`src/sv/sha512_pkg.sv`:
```
// Package for the SHA-512 hash unit: round constants, initial hash values,
// the command word passed from front to back, and the round helper functions.
// No dependencies.
package sha512_pkg;

    localparam int WORD_W = 64;
    localparam int CMD_DEPTH_DEFAULT = 4;

    typedef logic [WORD_W-1:0] word_t;

    typedef enum logic [1:0] {
        CMD_DATA = 2'd0,
        CMD_PAD  = 2'd1,
        CMD_LEN  = 2'd2
    } cmd_kind_t;

    typedef struct packed {
        cmd_kind_t kind;
        word_t     data;
    } cmd_t;

    function automatic word_t round_k(input logic [6:0] r);
        word_t k;
        unique case (r)
            7'd0:  k = 64'h428a2f98d728ae22; 7'd1:  k = 64'h7137449123ef65cd;
            7'd2:  k = 64'hb5c0fbcfec4d3b2f; 7'd3:  k = 64'he9b5dba58189dbbc;
            7'd4:  k = 64'h3956c25bf348b538; 7'd5:  k = 64'h59f111f1b605d019;
            7'd6:  k = 64'h923f82a4af194f9b; 7'd7:  k = 64'hab1c5ed5da6d8118;
            7'd8:  k = 64'hd807aa98a3030242; 7'd9:  k = 64'h12835b0145706fbe;
            7'd10: k = 64'h243185be4ee4b28c; 7'd11: k = 64'h550c7dc3d5ffb4e2;
            7'd12: k = 64'h72be5d74f27b896f; 7'd13: k = 64'h80deb1fe3b1696b1;
            7'd14: k = 64'h9bdc06a725c71235; 7'd15: k = 64'hc19bf174cf692694;
            7'd16: k = 64'he49b69c19ef14ad2; 7'd17: k = 64'hefbe4786384f25e3;
            7'd18: k = 64'h0fc19dc68b8cd5b5; 7'd19: k = 64'h240ca1cc77ac9c65;
            7'd20: k = 64'h2de92c6f592b0275; 7'd21: k = 64'h4a7484aa6ea6e483;
            7'd22: k = 64'h5cb0a9dcbd41fbd4; 7'd23: k = 64'h76f988da831153b5;
            7'd24: k = 64'h983e5152ee66dfab; 7'd25: k = 64'ha831c66d2db43210;
            7'd26: k = 64'hb00327c898fb213f; 7'd27: k = 64'hbf597fc7beef0ee4;
            7'd28: k = 64'hc6e00bf33da88fc2; 7'd29: k = 64'hd5a79147930aa725;
            7'd30: k = 64'h06ca6351e003826f; 7'd31: k = 64'h142929670a0e6e70;
            7'd32: k = 64'h27b70a8546d22ffc; 7'd33: k = 64'h2e1b21385c26c926;
            7'd34: k = 64'h4d2c6dfc5ac42aed; 7'd35: k = 64'h53380d139d95b3df;
            7'd36: k = 64'h650a73548baf63de; 7'd37: k = 64'h766a0abb3c77b2a8;
            7'd38: k = 64'h81c2c92e47edaee6; 7'd39: k = 64'h92722c851482353b;
            7'd40: k = 64'ha2bfe8a14cf10364; 7'd41: k = 64'ha81a664bbc423001;
            7'd42: k = 64'hc24b8b70d0f89791; 7'd43: k = 64'hc76c51a30654be30;
            7'd44: k = 64'hd192e819d6ef5218; 7'd45: k = 64'hd69906245565a910;
            7'd46: k = 64'hf40e35855771202a; 7'd47: k = 64'h106aa07032bbd1b8;
            7'd48: k = 64'h19a4c116b8d2d0c8; 7'd49: k = 64'h1e376c085141ab53;
            7'd50: k = 64'h2748774cdf8eeb99; 7'd51: k = 64'h34b0bcb5e19b48a8;
            7'd52: k = 64'h391c0cb3c5c95a63; 7'd53: k = 64'h4ed8aa4ae3418acb;
            7'd54: k = 64'h5b9cca4f7763e373; 7'd55: k = 64'h682e6ff3d6b2b8a3;
            7'd56: k = 64'h748f82ee5defb2fc; 7'd57: k = 64'h78a5636f43172f60;
            7'd58: k = 64'h84c87814a1f0ab72; 7'd59: k = 64'h8cc702081a6439ec;
            7'd60: k = 64'h90befffa23631e28; 7'd61: k = 64'ha4506cebde82bde9;
            7'd62: k = 64'hbef9a3f7b2c67915; 7'd63: k = 64'hc67178f2e372532b;
            7'd64: k = 64'hca273eceea26619c; 7'd65: k = 64'hd186b8c721c0c207;
            7'd66: k = 64'heada7dd6cde0eb1e; 7'd67: k = 64'hf57d4f7fee6ed178;
            7'd68: k = 64'h06f067aa72176fba; 7'd69: k = 64'h0a637dc5a2c898a6;
            7'd70: k = 64'h113f9804bef90dae; 7'd71: k = 64'h1b710b35131c471b;
            7'd72: k = 64'h28db77f523047d84; 7'd73: k = 64'h32caab7b40c72493;
            7'd74: k = 64'h3c9ebe0a15c9bebc; 7'd75: k = 64'h431d67c49c100d4c;
            7'd76: k = 64'h4cc5d4becb3e42b6; 7'd77: k = 64'h597f299cfc657e2a;
            7'd78: k = 64'h5fcb6fab3ad6faec; 7'd79: k = 64'h6c44198c4a475817;
            default: k = '0;
        endcase
        return k;
    endfunction

    function automatic word_t init_hash(input logic [2:0] i);
        word_t h;
        unique case (i)
            3'd0: h = 64'h6a09e667f3bcc908;
            3'd1: h = 64'hbb67ae8584caa73b;
            3'd2: h = 64'h3c6ef372fe94f82b;
            3'd3: h = 64'ha54ff53a5f1d36f1;
            3'd4: h = 64'h510e527fade682d1;
            3'd5: h = 64'h9b05688c2b3e6c1f;
            3'd6: h = 64'h1f83d9abfb41bd6b;
            default: h = 64'h5be0cd19137e2179;
        endcase
        return h;
    endfunction

    function automatic word_t rotr(input word_t x, input int n);
        return (x >> n) | (x << (WORD_W - n));
    endfunction

endpackage

```
`src/sv/sha512_cmd_fifo.sv`:
```
// Short command queue between the front end and the compression back end.
// Uses sha512_pkg.
module sha512_cmd_fifo #(
    parameter int DEPTH = sha512_pkg::CMD_DEPTH_DEFAULT
)
(
    input  logic             clk,
    input  logic             rst_n,
    input  logic             wr_en,
    input  sha512_pkg::cmd_t wr_data,
    output logic             wr_ready,
    output logic             rd_valid,
    output sha512_pkg::cmd_t rd_data,
    input  logic             rd_en
);
    import sha512_pkg::*;

    localparam int AW = (DEPTH > 1) ? $clog2(DEPTH) : 1;

    cmd_t          mem_reg [DEPTH];
    logic [AW-1:0] wptr_reg, rptr_reg;
    logic [AW:0]   cnt_reg;

    assign wr_ready = (cnt_reg != (AW+1)'(DEPTH));
    assign rd_valid = (cnt_reg != '0);
    assign rd_data  = mem_reg[rptr_reg];

    always_ff @(posedge clk)
    begin
        if (wr_en && wr_ready)
        begin
            mem_reg[wptr_reg] <= wr_data;
        end
    end

    always_ff @(posedge clk or negedge rst_n)
    begin
        if (!rst_n)
        begin
            wptr_reg <= '0;
            rptr_reg <= '0;
            cnt_reg  <= '0;
        end
        else
        begin
            if (wr_en && wr_ready)
            begin
                wptr_reg <= (wptr_reg == AW'(DEPTH-1)) ? '0 : wptr_reg + 1'b1;
            end
            if (rd_en && rd_valid)
            begin
                rptr_reg <= (rptr_reg == AW'(DEPTH-1)) ? '0 : rptr_reg + 1'b1;
            end
            cnt_reg <= cnt_reg + (AW+1)'(wr_en && wr_ready) - (AW+1)'(rd_en && rd_valid);
        end
    end

endmodule

```
`config.mk`:
```
export PLATFORM = sky130hd
export DESIGN_NAME = sha512_cmd_fifo
export DESIGN_NICKNAME = d
export VERILOG_FILES = /design/src/sv/sha512_pkg.sv /design/src/sv/sha512_cmd_fifo.sv
export SDC_FILE = /design/constraint.sdc
export NUM_CORES = 1
export LEC_CHECK = 0
export BUFFER_PORTS_ARGS = -buffer_cell sky130_fd_sc_hd__buf_2
export CORE_MARGIN = 2
export CORE_UTILIZATION = 60
export CTS_CLUSTER_DIAMETER = 40
export CTS_CLUSTER_SIZE = 12
export DETAILED_ROUTE_END_ITERATION = 8
export HOLD_SLACK_MARGIN = 0.12
export PLACE_DENSITY = 0.84
export SLEW_MARGIN = 20
export SYNTH_ARGS = -nofsm -noshare
export SYNTH_HDL_FRONTEND = slang
export SYNTH_SLANG_ARGS = --single-unit
```
`constraint.sdc`:
```
create_clock -name clk -period 5.4 [get_ports clk]
set_input_delay 0.27 -clock clk [delete_from_list [all_inputs] [get_ports clk]]
set_output_delay 0.27 -clock clk [all_outputs]
set_load 0.02 [all_outputs]
```
# Word level (Yosys, flattened, before mapping)
# Memories as Yosys holds them, arrays and structs flattened.
# Index checks and enable logic that the tools add are counted.
[totals] regBits=7 ram_bits=264 in_bits=70 out_inout_bits=68 word_cells=18 memories=1
[memory_table] name="mem_reg" depth=4 width=66 read_ports=1 rd_ports_with_merged_regs=0 write_ports=1 line_no="sha512_cmd_fifo.sv:20" source="cmd_t mem_reg [DEPTH];"
[op_classes] add_sub_neg=4 eq_ne=3 n_mux=4 n_reduce_logical=3
[op_table] op="$add A2 B1 Y2 const B" n=2
[op_table] op="$eq A2 B2 Y1 const B" n=2
[op_table] op="$mux W2" n=2
[op_table] op="$add A3 B1 Y3" n=1
[op_table] op="$ne A3 B3 Y1 const B" n=1
[op_table] op="$reduce_bool A3 Y1" n=1
[op_table] op="$sub A3 B1 Y3" n=1
[op_table] op="$logic_and A1 B1 Y1" n=2
[op_table] op="$mux W1" n=2

# Depth between registers and ports, before layout
[logic_depth] word_depth=4 depth_mapped=10 ltp_nobuf=10

# Least setup slack after synthesis
# OpenSTA, ideal clock, no wires.
[synth_timing] kind="register to register" startpoint="register cnt_reg[1]" endpoint="register cnt_reg[2]" setup_ps=123 arrival_time_ps=2245 required_time_ps=5277 setup_slack_ps=3033 path_stages_with_launch=11 path_buffers=0 period_less_slack_ps=2367 path_cell_list="dfrtp_1 > or3_2 > nand2_1 > inv_1 > ha_1 > inv_1 > ha_1 > inv_1 > fa_1 > xnor2_1 > xnor2_1"
[synth_via] word_cells_on_any_way=6 classes_between="add/sub: 2; eq/ne: 1; reduce/logical: 3"
[synth_lines] item="start, declared" line_no="sha512_cmd_fifo.sv:22" source="logic [AW:0] cnt_reg;"
[synth_lines] item="start signal, assigned" line_no="sha512_cmd_fifo.sv:54" source="cnt_reg <= cnt_reg + (AW+1)'(wr_en && wr_ready) - (AW+1)'(rd_en && rd_valid);"
[synth_lines] item="$reduce_bool A3 Y1" line_no="sha512_cmd_fifo.sv:25" source="assign rd_valid = (cnt_reg != '0);"
[synth_lines] item="named net rd_valid" line_no="sha512_cmd_fifo.sv:12" source="output logic rd_valid,"
[synth_lines] item="$logic_and A1 B1 Y1" line_no="sha512_cmd_fifo.sv:54"
[synth_lines] item="$sub A3 B1 Y3" line_no="sha512_cmd_fifo.sv:54"
# The timed path passes the listed nets, and every way through them passes these cells.
# A chain may end at the register's enable or synchronous reset.

==> run metrics <==
Synth area leaders edfxtp_1, mux4_2, dfrtp_1, ha_1, buf_6; Final Hold Viols 0; clock skew 0.00995 ns; Worst Setup SP rptr_reg[0]$_DFFE_PN0P_; CTS tree built; CTS H-tree depth 1; DR vias/cell 5.60; # diodes 0; Core Box Area approximately 16,000 um^2; number of synthesized flops with an enable pin 264; Initial Utilization between 60 and 70%; latest clock arrival within the worst-skew pair 0.54 ns; maxcap violations 0; R2R setup slack 2.98 ns; DR iter-0 viols approximately 300; Yosys top cell by area edfxtp_1; crit path to rd_data[28]; post-synthesis net count 461; wire per inst 22.2 um; peak supply drop 0.000389 V; layout cell share with drive strength beyond 1 41.7%; root buffer cell clkbuf_16; Die X 133 um; cell family with most CP delay flip-flops; postcts setup bufs 0; vias in the first global route just over 5,000; Crit-path slowest cell dfrtp_4; Total GRT Usage around 22%; initial antenna violation count 0; Seq/Total Area, Yosys 81.3%; Top Ports 138; die height 133 um; GPL Wtd Cong 0.727; period utilization 55.7%; cts repair resizes 0; fin util between 70 and 80%; Arr. time, crit path 2.74 ns; layout net count 688; R2R Path Start cnt_reg[1]$_DFF_PN0_; met1 WL 7030 um; CP Cell Sequence buf_16, buf_4, mux4_2, buf_2; crit path kind register to output pin; f_max 0.333 GHz; Worst setup SP type register; row count 47; Top FF cell, synth edfxtp_1; Buffers on Ports 137; Mapped Cells 383; Post-DRT Antenna Nets 0; Pre-antenna DRT Iters 5; CP peak stage delay 0.81 ns; largest net degree at the start of global routing 67; GRT overflow 0; CP Capture Type output pin; routed wl met2 10,200 um; worst-path fanout max 30; clk slew on worst S/H paths about 0.05 ns; top cells by count, synth edfxtp_1, mux4_2, dfrtp_1, ha_1, inv_1; most numerous cell in the Yosys netlist edfxtp_1; worst min-delay path class input pin to register; final WL 18,900 um; clk sink count 271; average size of a mapped cell 26.0 um^2; CTS Hold Buffers Added 69; Warnings, synthesis 0; highest metal used met4; Slew Viols, Final 0; Mapped Area around 10000 um^2; final total power 0.00715 W; total CTS buffers 31; synthesis-to-layout area growth 26.4%; CP required 5.13 ns; asr flop ratio synth 2.58%; critical path depth in cells 4; min Tclk post-route ~3.0 ns; final HPWL from detailed placement 9770 um; post-synth cell types 19; setup violators final 0; metal3 WL approximately 1300 um; Worst R2R Path Depth 10; Die Footprint between 15,000 and 20,000 um^2; Buf/Inv on CP 3; RSZ-0062 raised after global routing no; Yosys top cell area share between 70% and 80%; setup tns final 0 ns; Slew HR 30.5%; first-pass GRT wire length 28,800 um; # DRC 0; leakage 4.40 nW; status finished, final reports clean; reg2reg end cnt_reg[2]$_DFF_PN0_; Clock Tree Buf Depth 3; #FFs+latches synth between 200 and 300; PwrDens 567 nW/um^2; Worst-Margin Slew about 1.0 ns; max FFs per register roughly 260; vias approximately 4,800
[worst min-delay path by stage]
stage          start                 endpoint  slack, ns  cells past startpoint
2_1_floorplan  rst_n     cnt_reg[0]$_DFF_PN0_      -0.03                      0
3_3_place_gp   rst_n     cnt_reg[0]$_DFF_PN0_       0.11                      1
3_5_place_dp   rst_n     cnt_reg[1]$_DFF_PN0_       0.11                      1
4_1_cts        wr_en  wptr_reg[1]$_DFFE_PN0P_       0.20                      3
5_1_grt        wr_en  wptr_reg[1]$_DFFE_PN0P_       0.21                      3
6_report       wr_en  wptr_reg[1]$_DFFE_PN0P_       0.22                      3
[final cells by class]
| class | count | area, um^2 |
|---|---|---|
| clock buffers | 34 | 787 |
| fillers | 854 | 3810 |
| flip-flops and latches | 271 | 8110 |
| inverters | 7 | 26.3 |
| multi-input cells | 90 | 1750 |
| well taps | 220 | 275 |
| clock inverters | 19 | 228 |
| repair buffers | 209 | 1420 |
[worst register-to-register path, delay by kind of cell (launching register included)]
kind          cells  cell delay [ns]
xor+xnor          2             0.32
simple gates      2             0.63
flops             1             0.43
buf+inv           3             0.17
fa+ha+maj         3             0.78
[power breakdown]
group	switching [W]	internal, W
sequential	0.000206	0.00280
combinational	0.00119	0.000896
clock	0.000782	0.00128
total	0.00218	0.00497
[per-layer routing]
metal | track usage (%) | vias to the layer above
met5 | 0 | -
met4 | 6.33 | 0
met3 | 3.95 | 34
met2 | 38.7 | 187
met1 | 28.0 | 2439
li1 | - | 2096
[logic make-up (layout without fill, tap and decap cells)]
| family | count (synthesis) | after routing | synth area share (%) |
|---|---|---|---|
| AND/OR/NAND/NOR | 10 | 10 | 0.691 |
| buffers and inverters | 22 | 269 | 1.27 |
| multiplexers | 70 | 70 | 15.4 |
| flip-flops | 271 | 271 | 81.3 |
| XOR/XNOR | 2 | 2 | 0.176 |
| adder cells (fa/ha/maj) | 8 | 8 | 1.08 |
[through the flow]
stage / hold WS, ns / cells / worst slack [ns] / cell area (um^2)
after floorplan: -0.0256 / 383 / 3.03 / 9960
after global routing: 0.212 / 850 / 2.20 / 12600
after detailed placement: 0.115 / 728 / 2.89 / 10900
final: 0.215 / 850 / 2.39 / 12600
after global placement: 0.106 / 727 / 2.73 / 10900
after CTS: 0.198 / 850 / 2.30 / 12600
[cells in the final DEF (no fill, tap or decap), types with 4 or more instances in the layout]
cell	instances
bufinv_16	5
mux4_2	66
ha_1	7
dlygate4sd3_1	69
clkinv_1	6
dfrtp_1	5
and3_4	4
inv_1	7
edfxtp_1	264
clkbuf_16	31
buf_2	137
No activity file was read; power rests on OpenSTA's default activity.
