File: src/sv/sha512_pkg.sv
// Package for the SHA-512 hash unit: round constants, initial hash values,
// the command word passed from front to back, and the round helper functions.
// No dependencies.
package sha512_pkg;

    localparam int WORD_W = 64;
    localparam int CMD_DEPTH_DEFAULT = 4;

    typedef logic [WORD_W-1:0] word_t;

    typedef enum logic [1:0] {
        CMD_DATA = 2'd0,
        CMD_PAD  = 2'd1,
        CMD_LEN  = 2'd2
    } cmd_kind_t;

    typedef struct packed {
        cmd_kind_t kind;
        word_t     data;
    } cmd_t;

    function automatic word_t round_k(input logic [6:0] r);
        word_t k;
        unique case (r)
            7'd0:  k = 64'h428a2f98d728ae22; 7'd1:  k = 64'h7137449123ef65cd;
            7'd2:  k = 64'hb5c0fbcfec4d3b2f; 7'd3:  k = 64'he9b5dba58189dbbc;
            7'd4:  k = 64'h3956c25bf348b538; 7'd5:  k = 64'h59f111f1b605d019;
            7'd6:  k = 64'h923f82a4af194f9b; 7'd7:  k = 64'hab1c5ed5da6d8118;
            7'd8:  k = 64'hd807aa98a3030242; 7'd9:  k = 64'h12835b0145706fbe;
            7'd10: k = 64'h243185be4ee4b28c; 7'd11: k = 64'h550c7dc3d5ffb4e2;
            7'd12: k = 64'h72be5d74f27b896f; 7'd13: k = 64'h80deb1fe3b1696b1;
            7'd14: k = 64'h9bdc06a725c71235; 7'd15: k = 64'hc19bf174cf692694;
            7'd16: k = 64'he49b69c19ef14ad2; 7'd17: k = 64'hefbe4786384f25e3;
            7'd18: k = 64'h0fc19dc68b8cd5b5; 7'd19: k = 64'h240ca1cc77ac9c65;
            7'd20: k = 64'h2de92c6f592b0275; 7'd21: k = 64'h4a7484aa6ea6e483;
            7'd22: k = 64'h5cb0a9dcbd41fbd4; 7'd23: k = 64'h76f988da831153b5;
            7'd24: k = 64'h983e5152ee66dfab; 7'd25: k = 64'ha831c66d2db43210;
            7'd26: k = 64'hb00327c898fb213f; 7'd27: k = 64'hbf597fc7beef0ee4;
            7'd28: k = 64'hc6e00bf33da88fc2; 7'd29: k = 64'hd5a79147930aa725;
            7'd30: k = 64'h06ca6351e003826f; 7'd31: k = 64'h142929670a0e6e70;
            7'd32: k = 64'h27b70a8546d22ffc; 7'd33: k = 64'h2e1b21385c26c926;
            7'd34: k = 64'h4d2c6dfc5ac42aed; 7'd35: k = 64'h53380d139d95b3df;
            7'd36: k = 64'h650a73548baf63de; 7'd37: k = 64'h766a0abb3c77b2a8;
            7'd38: k = 64'h81c2c92e47edaee6; 7'd39: k = 64'h92722c851482353b;
            7'd40: k = 64'ha2bfe8a14cf10364; 7'd41: k = 64'ha81a664bbc423001;
            7'd42: k = 64'hc24b8b70d0f89791; 7'd43: k = 64'hc76c51a30654be30;
            7'd44: k = 64'hd192e819d6ef5218; 7'd45: k = 64'hd69906245565a910;
            7'd46: k = 64'hf40e35855771202a; 7'd47: k = 64'h106aa07032bbd1b8;
            7'd48: k = 64'h19a4c116b8d2d0c8; 7'd49: k = 64'h1e376c085141ab53;
            7'd50: k = 64'h2748774cdf8eeb99; 7'd51: k = 64'h34b0bcb5e19b48a8;
            7'd52: k = 64'h391c0cb3c5c95a63; 7'd53: k = 64'h4ed8aa4ae3418acb;
            7'd54: k = 64'h5b9cca4f7763e373; 7'd55: k = 64'h682e6ff3d6b2b8a3;
            7'd56: k = 64'h748f82ee5defb2fc; 7'd57: k = 64'h78a5636f43172f60;
            7'd58: k = 64'h84c87814a1f0ab72; 7'd59: k = 64'h8cc702081a6439ec;
            7'd60: k = 64'h90befffa23631e28; 7'd61: k = 64'ha4506cebde82bde9;
            7'd62: k = 64'hbef9a3f7b2c67915; 7'd63: k = 64'hc67178f2e372532b;
            7'd64: k = 64'hca273eceea26619c; 7'd65: k = 64'hd186b8c721c0c207;
            7'd66: k = 64'heada7dd6cde0eb1e; 7'd67: k = 64'hf57d4f7fee6ed178;
            7'd68: k = 64'h06f067aa72176fba; 7'd69: k = 64'h0a637dc5a2c898a6;
            7'd70: k = 64'h113f9804bef90dae; 7'd71: k = 64'h1b710b35131c471b;
            7'd72: k = 64'h28db77f523047d84; 7'd73: k = 64'h32caab7b40c72493;
            7'd74: k = 64'h3c9ebe0a15c9bebc; 7'd75: k = 64'h431d67c49c100d4c;
            7'd76: k = 64'h4cc5d4becb3e42b6; 7'd77: k = 64'h597f299cfc657e2a;
            7'd78: k = 64'h5fcb6fab3ad6faec; 7'd79: k = 64'h6c44198c4a475817;
            default: k = '0;
        endcase
        return k;
    endfunction

    function automatic word_t init_hash(input logic [2:0] i);
        word_t h;
        unique case (i)
            3'd0: h = 64'h6a09e667f3bcc908;
            3'd1: h = 64'hbb67ae8584caa73b;
            3'd2: h = 64'h3c6ef372fe94f82b;
            3'd3: h = 64'ha54ff53a5f1d36f1;
            3'd4: h = 64'h510e527fade682d1;
            3'd5: h = 64'h9b05688c2b3e6c1f;
            3'd6: h = 64'h1f83d9abfb41bd6b;
            default: h = 64'h5be0cd19137e2179;
        endcase
        return h;
    endfunction

    function automatic word_t rotr(input word_t x, input int n);
        return (x >> n) | (x << (WORD_W - n));
    endfunction

endpackage

File: src/sv/sha512_front.sv
// Front end of the SHA-512 hash unit: takes message words, keeps the byte count
// and turns each word into data, padding and length commands. Uses sha512_pkg.
module sha512_front
(
    input  logic                clk,
    input  logic                rst_n,
    input  logic                push,
    output logic                full,
    input  logic [63:0]         message_word,
    input  logic [3:0]          valid_bytes,
    input  logic                is_last,
    output logic                cmd_valid,
    output sha512_pkg::cmd_t    cmd,
    input  logic                cmd_ready
);
    import sha512_pkg::*;

    typedef enum logic [1:0] {
        ST_IDLE,
        ST_EXTRA,
        ST_ZERO,
        ST_LEN
    } state_t;

    state_t      state_reg, state_next;
    logic [63:0] len_reg, len_next;
    logic [3:0]  pos_reg, pos_next;
    logic [3:0]  vb;
    logic [63:0] keep;

    assign vb = (valid_bytes > 4'd8) ? 4'd8 : valid_bytes;
    assign full = (state_reg != ST_IDLE) || !cmd_ready;

    always_comb
    begin
        keep = '0;
        for (int b = 0; b < 8; b++)
        begin
            if (4'(b) < vb)
            begin
                keep[63-8*b -: 8] = 8'hff;
            end
        end
    end

    always_comb
    begin
        state_next = state_reg;
        len_next   = len_reg;
        pos_next   = pos_reg;
        cmd_valid  = 1'b0;
        cmd.kind   = CMD_DATA;
        cmd.data   = '0;
        unique case (state_reg)
            ST_IDLE:
            begin
                if (push && cmd_ready)
                begin
                    cmd_valid = 1'b1;
                    pos_next  = pos_reg + 4'd1;
                    if (!is_last)
                    begin
                        cmd.data = message_word;
                        len_next = len_reg + 64'd8;
                    end
                    else
                    begin
                        len_next = len_reg + 64'(vb);
                        if (vb == 4'd8)
                        begin
                            cmd.data   = message_word;
                            state_next = ST_EXTRA;
                        end
                        else
                        begin
                            cmd.data   = (message_word & keep) |
                                         (64'h80 << (7'd56 - {vb[2:0], 3'b000}));
                            state_next = ST_ZERO;
                        end
                    end
                end
            end
            ST_EXTRA:
            begin
                cmd_valid = cmd_ready;
                cmd.data  = 64'h8000_0000_0000_0000;
                if (cmd_ready)
                begin
                    pos_next   = pos_reg + 4'd1;
                    state_next = ST_ZERO;
                end
            end
            ST_ZERO:
            begin
                cmd_valid = cmd_ready;
                if (cmd_ready)
                begin
                    pos_next = pos_reg + 4'd1;
                    if (pos_reg == 4'd14)
                    begin
                        state_next = ST_LEN;
                    end
                end
            end
            ST_LEN:
            begin
                cmd_valid = cmd_ready;
                cmd.kind  = CMD_LEN;
                cmd.data  = len_reg << 3;
                if (cmd_ready)
                begin
                    pos_next   = '0;
                    len_next   = '0;
                    state_next = ST_IDLE;
                end
            end
            default:
            begin
                state_next = ST_IDLE;
            end
        endcase
    end

    always_ff @(posedge clk or negedge rst_n)
    begin
        if (!rst_n)
        begin
            state_reg <= ST_IDLE;
            len_reg   <= '0;
            pos_reg   <= '0;
        end
        else
        begin
            state_reg <= state_next;
            len_reg   <= len_next;
            pos_reg   <= pos_next;
        end
    end

endmodule

File: config.mk
export PLATFORM = sky130hd
export DESIGN_NAME = sha512_front
export DESIGN_NICKNAME = d
export VERILOG_FILES = /design/src/sv/sha512_pkg.sv /design/src/sv/sha512_front.sv
export SDC_FILE = /design/constraint.sdc
export NUM_CORES = 1
export LEC_CHECK = 0
export BUFFER_PORTS_ARGS = -buffer_cell sky130_fd_sc_hd__clkbuf_2
export CAP_MARGIN = 40
export CELL_PAD_IN_SITES_DETAIL_PLACEMENT = 0
export CELL_PAD_IN_SITES_GLOBAL_PLACEMENT = 1
export CORE_AREA = 2 2 115 117
export DETAILED_ROUTE_END_ITERATION = 8
export DIE_AREA = 0 0 117 119
export HOLD_SLACK_MARGIN = 0.06
export PLACE_DENSITY_LB_ADDON = 0.2
export SYNTH_ARGS = -nofsm -noshare
export SYNTH_HDL_FRONTEND = slang
export SYNTH_SLANG_ARGS = --single-unit
File: constraint.sdc
create_clock -name clk -period 7.6 [get_ports clk]
set_clock_uncertainty 0.05 [all_clocks]
set_input_delay 1.14 -clock clk [delete_from_list [all_inputs] [get_ports clk]]
set_output_delay 1.14 -clock clk [all_outputs]
set_load 0.005 [all_outputs]
Yosys cells after proc, flatten, opt, wreduce, memory -nomap -nowiden
Index checks and enable logic that the tools add are counted. Widths: inputs -> output; s select.

Register bits after elaboration: 70. Bits in latches: 0. Bits in writable memories: 0. ROM bits: 0. Input port bits: 73. Output and inout port bits: 68. Logic and storage cells: 74. Memories kept: 0.

Add/subtract/negate cells: 4. $mul: 0. Divide/modulo/power cells: 0. Magnitude comparators: 9. Equality and inequality tests: 12. Shift-type cells: 1. Mux-type cells: 32. Bitwise logic cells: 2. Reductions and logical operators: 11.

Operators with widths (count): $mux 64 (6); $pmux 64 s3 (1); $pmux 64 s2 (1); $add 64x4->64 (1); $add 64x4->64 const B (1); $and 64x64->64 (1); $mux 8 (8); $or 64x64->64 (1); $shl 8x7->64 const A (1); $lt 3x4->1 const A (4); $mux 2 (8); $mux 4 (4); $ne 2x2->1 const B (6); $pmux 4 s3 (1); $eq 4x4->1 const B (2); $lt 1x4->1 const A (2); $lt 2x4->1 const A (2); $pmux 2 s4 (1); $sub 6x6->7 const A (1); $reduce_and 3->1 (2); $reduce_and 6->1 (1); $add 4x1->4 const B (1); $eq 2x2->1 const B (2); $gt 4x4->1 const B (1); 11 further kinds (12).

Longest topological paths before layout
Gate-level depths: netlist (run 1).

Depth after elaboration: 10. Depth in mapped cells: 10. Mapped depth without buffers: 9.

Worst setup path before layout (run 1)
Ideal clock, no wire load.

Kind: input to output. Start: input port is_last. End: output port cmd[39] in the netlist's numbering. Arrival: 2.452 ns. Required time: 6.410 ns. Path slack: 3.958 ns. Stages: 7. Path buffers: 2. Cells stage by stage: buf_2 -> clkbuf_1 -> nand2b_1 -> nor2_1 -> a21oi_1 -> o21ai_0 -> a21oi_1.

RTL lines: start: declaration (RTL line sha512_front.sv:11) `input logic is_last,`; end: declaration (RTL line sha512_front.sv:13) `output sha512_pkg::cmd_t cmd,`.

==> results by group, run 1 <==
Logic synthesis
  – Syn_area_per_cell: 7.94 µm²
  – Cells after synthesis: 645
  – Synth Register Bits: 67
  – Syn Std Cell Area: 0.00512 mm²
  – Yosys warns: 0
  – Post-synth top area share: 0.327
  – Async SR Flop Fraction: 1.00
  – Area contributors post-synth: dfrtp_1, a22oi_1, nor2_1, a21oi_1, nand2_1
  – Synth Flop Type: dfrtp_1
  – Sequential share of the synthesized area: 0.327
  – Synth Net Count: 730
  – Synth unique cells: 55
  – EDFF count, synth: 0
  – Synth area leader: dfrtp_1

Setup path
  – Worst r2r src: state_reg[0]
  – CP cell instances: clkbuf_2 > nand3_1 > a21oi_1 > o21a_1 > a22oi_1 > a21oi_1 > clkbuf_2
  – FF-to-FF End: len_reg[47]
  – Worst EP required: 6410 ps
  – CP Launch Type: input pin
  – CP Launch Point: cmd_ready
  – Flop-to-flop setup slack: 4300 ps
  – Crit path buffers/inverters: 2
  – Crit-path max cell delay: 700 ps
  – Crit Path Class: in2out
  – Setup crit end: cmd[15]
  – Critical path's slowest cell: a21oi_1
  – Worst Reg-to-Reg Cells: 7
  – Critical Path Sink Type: primary output
  – CP max FO: 12
  – CP delay by family, top: compound AO/OA/AOI/OAI gates
  – Arr. time, crit path: 3400 ps
  – Number of stages on the worst setup path: 7

Route
  – First DRT Iteration DRCs: 482
  – Routed len/inst: 18.6 µm
  – DR pass1 iterations: 5
  – Vias/cell: 6.04
  – Vias post-DR: 5695
  – DRC violations left: 0
  – Drt total wl: 17500 µm
  – Antenna Nets Post-Route: 0

Layout
  – Finished Layout Cells: 943
  – Share of cells above drive strength 1: 0.229
  – Util after Layout: 0.488
  – Final #Nets: 847
  – Layout fillers: 1299
  – Synth-to-layout area growth: 22.6%
  – Ant. Diodes: 0
  – Commonest non-fill, non-tap cell in the layout: clkbuf_2
  – Max FFs per register: 61
  – Final non-filler cell area: 0.00628 mm²
  – Commonest non-fill, non-tap cells in the layout: clkbuf_2, nor2_1, dfrtp_1

Placed design
  – DP Cell Count: 927
  – Port bufs: 139
  – Dpl hpwl: 12900 µm
  – Placed Instance Area: 0.00595 mm²
  – Pre-CTS setup slack: 3130 ps
  – Placer Congestion: 0.898

STA
  – Setup TNS: 0 ps
  – Hold Slack: 513 ps
  – Fmax: 218 MHz
  – Share of the cycle needed by the critical path after routing: 0.604
  – RSZ-0062 raised after global routing: no
  – Max_slew headroom: 0.359
  – Slew Limit Fails: 0
  – Setup ws final: 3010 ps
  – Setup violators final: 0
  – Crit path time final: 4590 ps
  – Final Hold Vio Count: 0
  – Worst Tran Pin Value: 960 ps

Floorplanning
  – Die area: 0.0139 mm²
  – I/O pins: 141
  – Placeable Area: 0.0129 mm²
  – Row count: 42
  – Initial Util: 0.398
  – Chip Width: 117 µm
  – Die Height: 119 µm

Global route
  – Initial antenna violation count: 0
  – Global-route wire length before repair: 27100 µm
  – Total track usage: 0.252
  – Largest net degree at the start of global routing: 72
  – Remaining global-route overflow: 0
  – Vias in the first global route: 5122

Power and ir drop
  – Final Power: 1.47 mW
  – PD cells: 235 mW/mm²
  – Clock power share: 0.318
  – Sequential share of power: 0.308
  – Int Power: 0.888 mW
  – Max IR drop VDD: 0.000115 V
  – Combinational group share of total power: 0.373
  – Leak pwr: 2.66 nW
  – Switching portion of total power: 0.397
  – P_sw: 0.585 mW

Clock network
  – CTS buffer count: 9
  – Clock buffer depth: 2
  – Clk Latency, worst-skew pair: 340 ps
  – CTS tree: built
  – H-tree lvl count: 3
  – Hold buffer count at cts: 0
  – Post-CTS setup buffers: 0
  – Root Buffer Master: clkbuf_16
  – Post_cts resized: 0
  – Clock slew at reported path FFs: 60 ps
  – Clock Sinks: 67

Worst hold path
  – Worst hold-check path type: reg2reg

Job
  – Max_cap viols: 0

Status
  – Outcome: complete, no violations
cell type report:
class	instances	area [µm²]	share of cell area
Timing Repair Buffer	147	772	0.123
Multi-Input combinational cell	525	3240	0.516
Clock inverter	5	75.1	0.0120
Sequential cell	67	1680	0.267
Clock buffer	11	253	0.0402
Inverter	12	45.0	0.00717
Tap cell	176	220	0.0351
worst register-to-register path, cell delays in order (launching register included):
cell	delay, ps
dfrtp_1	400
inv_1	110
ha_1	400
mux2i_1	250
nor4_1	590
o2111ai_1	590
or4_1	670
a21oi_1	150
cells by family (layout without fill, tap and decap cells):
kind of cell / count (synthesis) / in the layout / synth area share
AND/OR/NAND/NOR: 283 / 283 / 0.285
AO/OA/AOI/OAI: 197 / 197 / 0.257
flip-flops: 67 / 67 / 0.327
buffers and inverters: 53 / 175 / 0.0418
XOR/XNOR: 24 / 24 / 0.0410
adder cells (fa/ha/maj): 12 / 12 / 0.0308
multiplexers: 8 / 8 / 0.0164
other: 1 / 1 / 0.000732
cells in the mapped netlist, types with 2 or more instances:
library cell  instances
nand2b_1              3
nor2b_1               5
buf_4                 2
a2111oi_0             4
o21ai_0              28
nand3b_1              2
a22o_1                6
or2_2                 4
a21oi_1              53
a2bb2oi_1             3
and4_1                5
nor3_1               11
nand4_1              24
mux2_2                3
clkbuf_1             29
o41ai_1               2
buf_2                 5
nor4_2                2
o21a_1                6
a211oi_1              7
nor4_1                8
o2111ai_1             8
nor2_1               93
nand3_1              26
inv_1                11
xnor2_1              12
and3_1                9
mux2i_1               5
a21o_1                3
o31ai_1              16
and2_1                6
xor2_1               12
or3_1                19
o211ai_1              2
or4_1                19
nand2_1              42
a22oi_1              52
buf_1                 4
nand4_2               2
ha_1                 11
dfrtp_1              67
per-layer routing:
layer | vias up | wire length, µm | track usage | share of wire
met3 | 23 | 1110 | 0.0382 | 0.063
li1 | 2673 | - | - | -
met1 | 2753 | 8410 | 0.379 | 0.48
met2 | 246 | 7710 | 0.368 | 0.44
met5 | - | 0 | 0 | 0
met4 | 0 | 296 | 0.0816 | 0.017
worst min-delay path by stage:
stage	slack [ps]	depth (start not counted)	from	to
6_report	510	2	pos_reg[3]	pos_reg[3]
5_1_grt	550	2	len_reg[58]	len_reg[58]
4_1_cts	510	2	pos_reg[3]	pos_reg[3]
3_5_place_dp	490	2	pos_reg[3]	pos_reg[3]
3_3_place_gp	490	2	pos_reg[3]	pos_reg[3]
2_1_floorplan	450	2	len_reg[2]	len_reg[2]
power by group through the flow:
| stage | Sequential (mW) | Combinational (mW) | Clock, mW |
|---|---|---|---|
| 4_1_cts | 0.452 | 0.547 | 0.472 |
| 2_1_floorplan | 0.430 | 0.387 | 0 |
| 5_1_grt | 0.459 | 0.614 | 0.491 |
| 3_3_place_gp | 0.456 | 0.528 | 0 |
| 3_5_place_dp | 0.459 | 0.542 | 0 |
| 6_report | 0.454 | 0.550 | 0.469 |
No activity file was read; power rests on OpenSTA's default activity.
==> run 2, diff against run 1 <==
ABC_AREA = 1   (was unset)
CORE_AREA = 2 2 139 141   (was 2 2 115 117)
DIE_AREA = 0 0 141 143   (was 0 0 117 119)
clock period = 3.87 ns   (was 7.6 ns; I/O delays follow)
==> results by group, run 2 <==
Route
  – DRC violations left: 0
  – Antenna Nets Post-Route: 0
  – Vias post-DR: 7384
  – Met3 wire length: 1600 µm
  – Met2 wire length: 11200 µm
  – Routed len/inst: 17.2 µm
  – Metal-1 WL: 11400 µm
  – First DRT Iteration DRCs: 596
  – Top sig layer: met4
  – Vias/cell: 5.12
  – Drt total wl: 24800 µm
  – DR pass1 iterations: 5

Setup path
  – Crit Path Class: reg2out
  – Worst r2r src: state_reg[0]
  – CP most frequent cell: inv_2
  – Arr. time, crit path: 2640 ps
  – CP delay by family, top: compound AO/OA/AOI/OAI gates
  – Crit-path max cell delay: 480 ps
  – Worst Reg-to-Reg Cells: 9
  – CP max FO: 14
  – CP Launch Point: state_reg[0]
  – Worst EP required: 3240 ps
  – Critical Path Sink Type: primary output
  – Critical path's slowest cell: a21oi_2
  – Flop-to-flop setup slack: 1260 ps
  – CP Launch Type: flip-flop
  – CP cell instances: inv_1 > ha_1 > inv_2 > nor2_2 > buf_4 > inv_2 > a21oi_2 > o21ai_0 > a21oi_1 > clkbuf_2
  – Crit path buffers/inverters: 5
  – FF-to-FF End: len_reg[37]

Layout
  – Share of cells above drive strength 1: 0.175
  – Final non-filler cell area: 0.00751 mm²
  – Commonest non-fill, non-tap cells in the layout: nand2_1, nor2_1, clkbuf_2
  – Final #Nets: 1289
  – Ant. Diodes: 0
  – Max FFs per register: 61
  – Synth-to-layout area growth: 20.7%
  – Layout fillers: 2101
  – Commonest non-fill, non-tap cell in the layout: nand2_1

Global route
  – Total track usage: 0.249
  – Initial antenna violation count: 0
  – Vias in the first global route: 6861
  – Remaining global-route overflow: 0
  – Largest net degree at the start of global routing: 63
  – Global-route wire length before repair: 38500 µm

Logic synthesis
  – Cells after synthesis: 1076
  – Syn Std Cell Area: 0.00622 mm²
  – Synth unique cells: 50
  – Library cell with the highest instance count after synthesis: nand2_1
  – Syn_area_per_cell: 5.78 µm²
  – Post-synth top area share: 0.270
  – Yosys warns: 0
  – Synth area leader: dfrtp_1
  – EDFF count, synth: 0
  – Area contributors post-synth: dfrtp_1, nand2_1, nor2_1, a21oi_1, inv_1
  – Sequential share of the synthesized area: 0.270
  – Top cells by count, synth: nand2_1, nor2_1, inv_1
  – Async SR Flop Fraction: 1.00
  – Synth Flop Type: dfrtp_1
  – Synth Net Count: 1161
  – Synth Register Bits: 67

Power and ir drop
  – Leak pwr: 3.51 nW
  – Sequential share of power: 0.334
  – Int Power: 2.18 mW
  – PD cells: 538 mW/mm²
  – Clock power share: 0.262
  – Switching portion of total power: 0.460
  – P_sw: 1.86 mW
  – Combinational group share of total power: 0.404
  – Max IR drop VDD: 0.000242 V

STA
  – Fmax: 306 MHz
  – Worst Tran Pin Value: 645 ps
  – Slew Limit Fails: 0
  – Setup TNS: 0 ps
  – Crit path time final: 3270 ps
  – Final Hold Vio Count: 0
  – Max_slew headroom: 0.570
  – RSZ-0062 raised after global routing: no
  – Share of the cycle needed by the critical path after routing: 0.845
  – Setup violators final: 0

Job
  – Max_cap viols: 0

Clock network
  – Clk Latency, worst-skew pair: 350 ps
  – Clock slew at reported path FFs: 60 ps
  – Post-CTS setup buffers: 0
  – CTS tree: built
  – Hold buffer count at cts: 0
  – Clock Sinks: 67
  – CTS buffer count: 9
  – Root Buffer Master: clkbuf_16
  – Post_cts resized: 0
  – Clock buffer depth: 2
  – H-tree lvl count: 3

Floorplanning
  – Row count: 50
  – I/O pins: 141
  – Die Height: 143 µm
  – Placeable Area: 0.0186 mm²
  – Chip Width: 141 µm
  – Die area: 0.0202 mm²
  – Initial Util: 0.335

Placed design
  – Placed Instance Area: 0.00714 mm²
  – Port bufs: 139
  – Dpl hpwl: 19500 µm
  – Placer Congestion: 0.942

Status
  – Outcome: complete, no violations

Worst hold path
  – Worst hold-check path type: in2async
[run 2: cell families after synthesis]
logic type      Yosys count  synth area share
buf+inv                 147            0.0950
flops                    67             0.270
simple gates            690             0.469
xor+xnor                  3           0.00423
compound gates          156             0.136
fa+ha+maj                12            0.0254
other cells               1          0.000603
[run 2: stage by stage]
step / utilization / worst slack, ps / hold WS [ps] / total power, mW / cells
floorplan: - / 1460 / 235 / 2.31 / 1076
global placement: 0.383 / 1000 / 484 / 2.98 / 1426
detailed placement: 0.384 / 970 / 493 / 2.98 / 1427
CTS: 0.404 / 615 / 227 / 4.04 / 1443
global route: 0.404 / 435 / 266 / 4.35 / 1443
finish: 0.404 / 599 / 204 / 4.04 / 1443
[run 2: worst max path at each step]
stage	to	slack, ps	cells past startpoint
3_5_place_dp	len_reg[48]	970	15
4_1_cts	cmd[39]	610	10
6_report	cmd[39]	600	10
3_3_place_gp	len_reg[48]	1000	15
5_1_grt	cmd[39]	430	10
2_1_floorplan	len_reg[48]	1460	15
[run 2: layout make-up]
cell class                 instances  area (µm²)  area share
clock buffer                      10         229      0.0305
clock inverter                     6         138      0.0183
inverter                         117         447      0.0595
multi-input combinational        862        3960       0.527
sequential                        67        1680       0.223
tap                              234         293      0.0390
timing repair buffer             147         768       0.102
[run 2: power groups by stage]
stage | Sequential, mW | Combinational, mW | Clock, mW
floorplan | 1.15 | 1.16 | 0
global placement | 1.35 | 1.63 | 0
detailed placement | 1.35 | 1.63 | 0
CTS | 1.34 | 1.64 | 1.07
global route | 1.38 | 1.86 | 1.10
finish | 1.35 | 1.63 | 1.06
[run 2: routing by layer]
layer / vias up / GRT usage
met1: 3405 / 0.342
met4: 0 / 0.0905
met3: 31 / 0.0376
met2: 252 / 0.399
li1: 3696 / -
met5: - / 0
==> run 3, diff against run 2 <==
ABC_AREA = 0   (was 1)
CORE_AREA = 2 2 118 120   (was 2 2 139 141)
DIE_AREA = 0 0 120 122   (was 0 0 141 143)
clock period = 3.4 ns   (was 3.87 ns; I/O delays follow)
==> results by group, run 3 (synthesized netlist as in run 1, its figures left out) <==
Floorplanning
  – Placeable Area: 0.0135 mm²
  – Die Height: 122 µm
  – Row count: 43
  – Die area: 0.0146 mm²
  – Initial Util: 0.379
  – Chip Width: 120 µm
  – I/O pins: 141

Clock network
  – CTS tree: built
  – Clk Latency, worst-skew pair: 340 ps
  – Clock Sinks: 67
  – CTS buffer count: 9
  – Clock buffer depth: 2
  – Clock slew at reported path FFs: 60 ps
  – Root Buffer Master: clkbuf_16
  – Post-CTS setup buffers: 0
  – H-tree lvl count: 3

Global route
  – Vias in the first global route: 5357
  – Largest net degree at the start of global routing: 38
  – Global-route wire length before repair: 29100 µm
  – Remaining global-route overflow: 0
  – Total track usage: 0.252
  – Initial antenna violation count: 0

Power and ir drop
  – P_sw: 1.30 mW
  – Combinational group share of total power: 0.395
  – Leak pwr: 2.72 nW
  – Switching portion of total power: 0.402
  – Sequential share of power: 0.310
  – Max IR drop VDD: 0.000216 V
  – Int Power: 1.93 mW
  – Clock power share: 0.295
  – PD cells: 505 mW/mm²

Setup path
  – CP Launch Type: flip-flop
  – Crit Path Class: reg2out
  – Worst Reg-to-Reg Cells: 8
  – Setup crit end: cmd[34]
  – FF-to-FF End: len_reg[40]
  – CP max FO: 9
  – CP Launch Point: state_reg[0]
  – Critical Path Sink Type: primary output
  – Worst EP required: 2840 ps
  – Arr. time, crit path: 2520 ps
  – Worst r2r src: state_reg[1]
  – Flop-to-flop setup slack: 630 ps

STA
  – Setup ws final: 318 ps
  – Final Hold Vio Count: 0
  – Crit path time final: 3080 ps
  – Slew Limit Fails: 0
  – Share of the cycle needed by the critical path after routing: 0.906
  – Setup TNS: 0 ps
  – Hold Slack: 481 ps
  – Setup violators final: 0
  – Worst Tran Pin Value: 822 ps
  – RSZ-0062 raised after global routing: no
  – Fmax: 325 MHz
  – Max_slew headroom: 0.452

Layout
  – Max FFs per register: 61
  – Share of cells above drive strength 1: 0.253
  – Final #Nets: 866
  – Layout fillers: 1375
  – Commonest non-fill, non-tap cells in the layout: clkbuf_2, nor2_1, dfrtp_1
  – Commonest non-fill, non-tap cell in the layout: clkbuf_2
  – Synth-to-layout area growth: 24.8%
  – Ant. Diodes: 0

Route
  – DR pass1 iterations: 5
  – Routed len/inst: 18.9 µm
  – Antenna Nets Post-Route: 0
  – DRC violations left: 0
  – Vias/cell: 5.93
  – First DRT Iteration DRCs: 470
  – Drt total wl: 18200 µm
  – Vias post-DR: 5728

Placed design
  – Dpl hpwl: 13800 µm
  – Placer Congestion: 0.917
  – Port bufs: 139
  – Pre-CTS setup slack: 160 ps

Status
  – Outcome: complete, no violations

Worst hold path
  – Worst hold-check path type: in2async

Job
  – Max_cap viols: 0
## run 3: cell type report
class / count / area, µm² / area share
Multi-Input combinational cell: 525 / 3250 / 0.509
Sequential cell: 67 / 1680 / 0.262
Timing Repair Buffer: 166 / 897 / 0.140
Clock buffer: 11 / 243 / 0.0380
Tap cell: 180 / 225 / 0.0352
Clock inverter: 5 / 52.6 / 0.00822
Inverter: 12 / 45.0 / 0.00705
## run 3: how the worst min path moves through the flow
stage	startpoint	to	slack, ps	cells past startpoint
global route	rst_n	state_reg[0]	500	2
detailed placement	rst_n	state_reg[0]	290	1
finish	rst_n	state_reg[0]	480	2
CTS	rst_n	state_reg[0]	490	2
global placement	rst_n	state_reg[0]	290	1
floorplan	rst_n	len_reg[0]	160	0
## run 3: timing repair
item,4_1_cts,5_1_grt
hold buffers,1,0
setup endpoints to repair,1,20
hold endpoints to repair,4,0
pin swaps,0,0
resized for setup,1,5
## run 3: stage by stage
step / area (µm²) / power [mW] / util / cells
after global routing: 6390 / 3.44 / 0.473 / 966
after global placement: 6070 / 2.25 / 0.449 / 948
after CTS: 6380 / 3.23 / 0.472 / 966
after floorplan: 5120 / 1.83 / - / 645
after detailed placement: 6070 / 2.28 / 0.450 / 949
final: 6390 / 3.23 / 0.473 / 966
## run 3: worst max-delay path, cell delays in order, from the launching register on
cell      delay, ps
dfrtp_1         410
inv_1           120
ha_2            320
nand3_1         260
buf_4           250
nor2_2          380
a22oi_1         180
nor2_1          130
clkbuf_2        120
## run 3: metal layers
layer,GRT usage,share of wire,vias up
li1,-,-,2710
met1,0.367,0.48,2777
met2,0.383,0.43,221
met3,0.0571,0.073,20
met4,0.0529,0.013,0
met5,0,0,-
## run 3: power by group through the flow
| stage | combinational [mW] | sequential, mW | clock [mW] |
|---|---|---|---|
| floorplan | 0.866 | 0.961 | 0 |
| detailed placement | 1.27 | 1.02 | 0 |
| global route | 1.42 | 1.02 | 1.00 |
| global placement | 1.24 | 1.01 | 0 |
| CTS | 1.27 | 1.00 | 0.956 |
| finish | 1.27 | 1.00 | 0.950 |
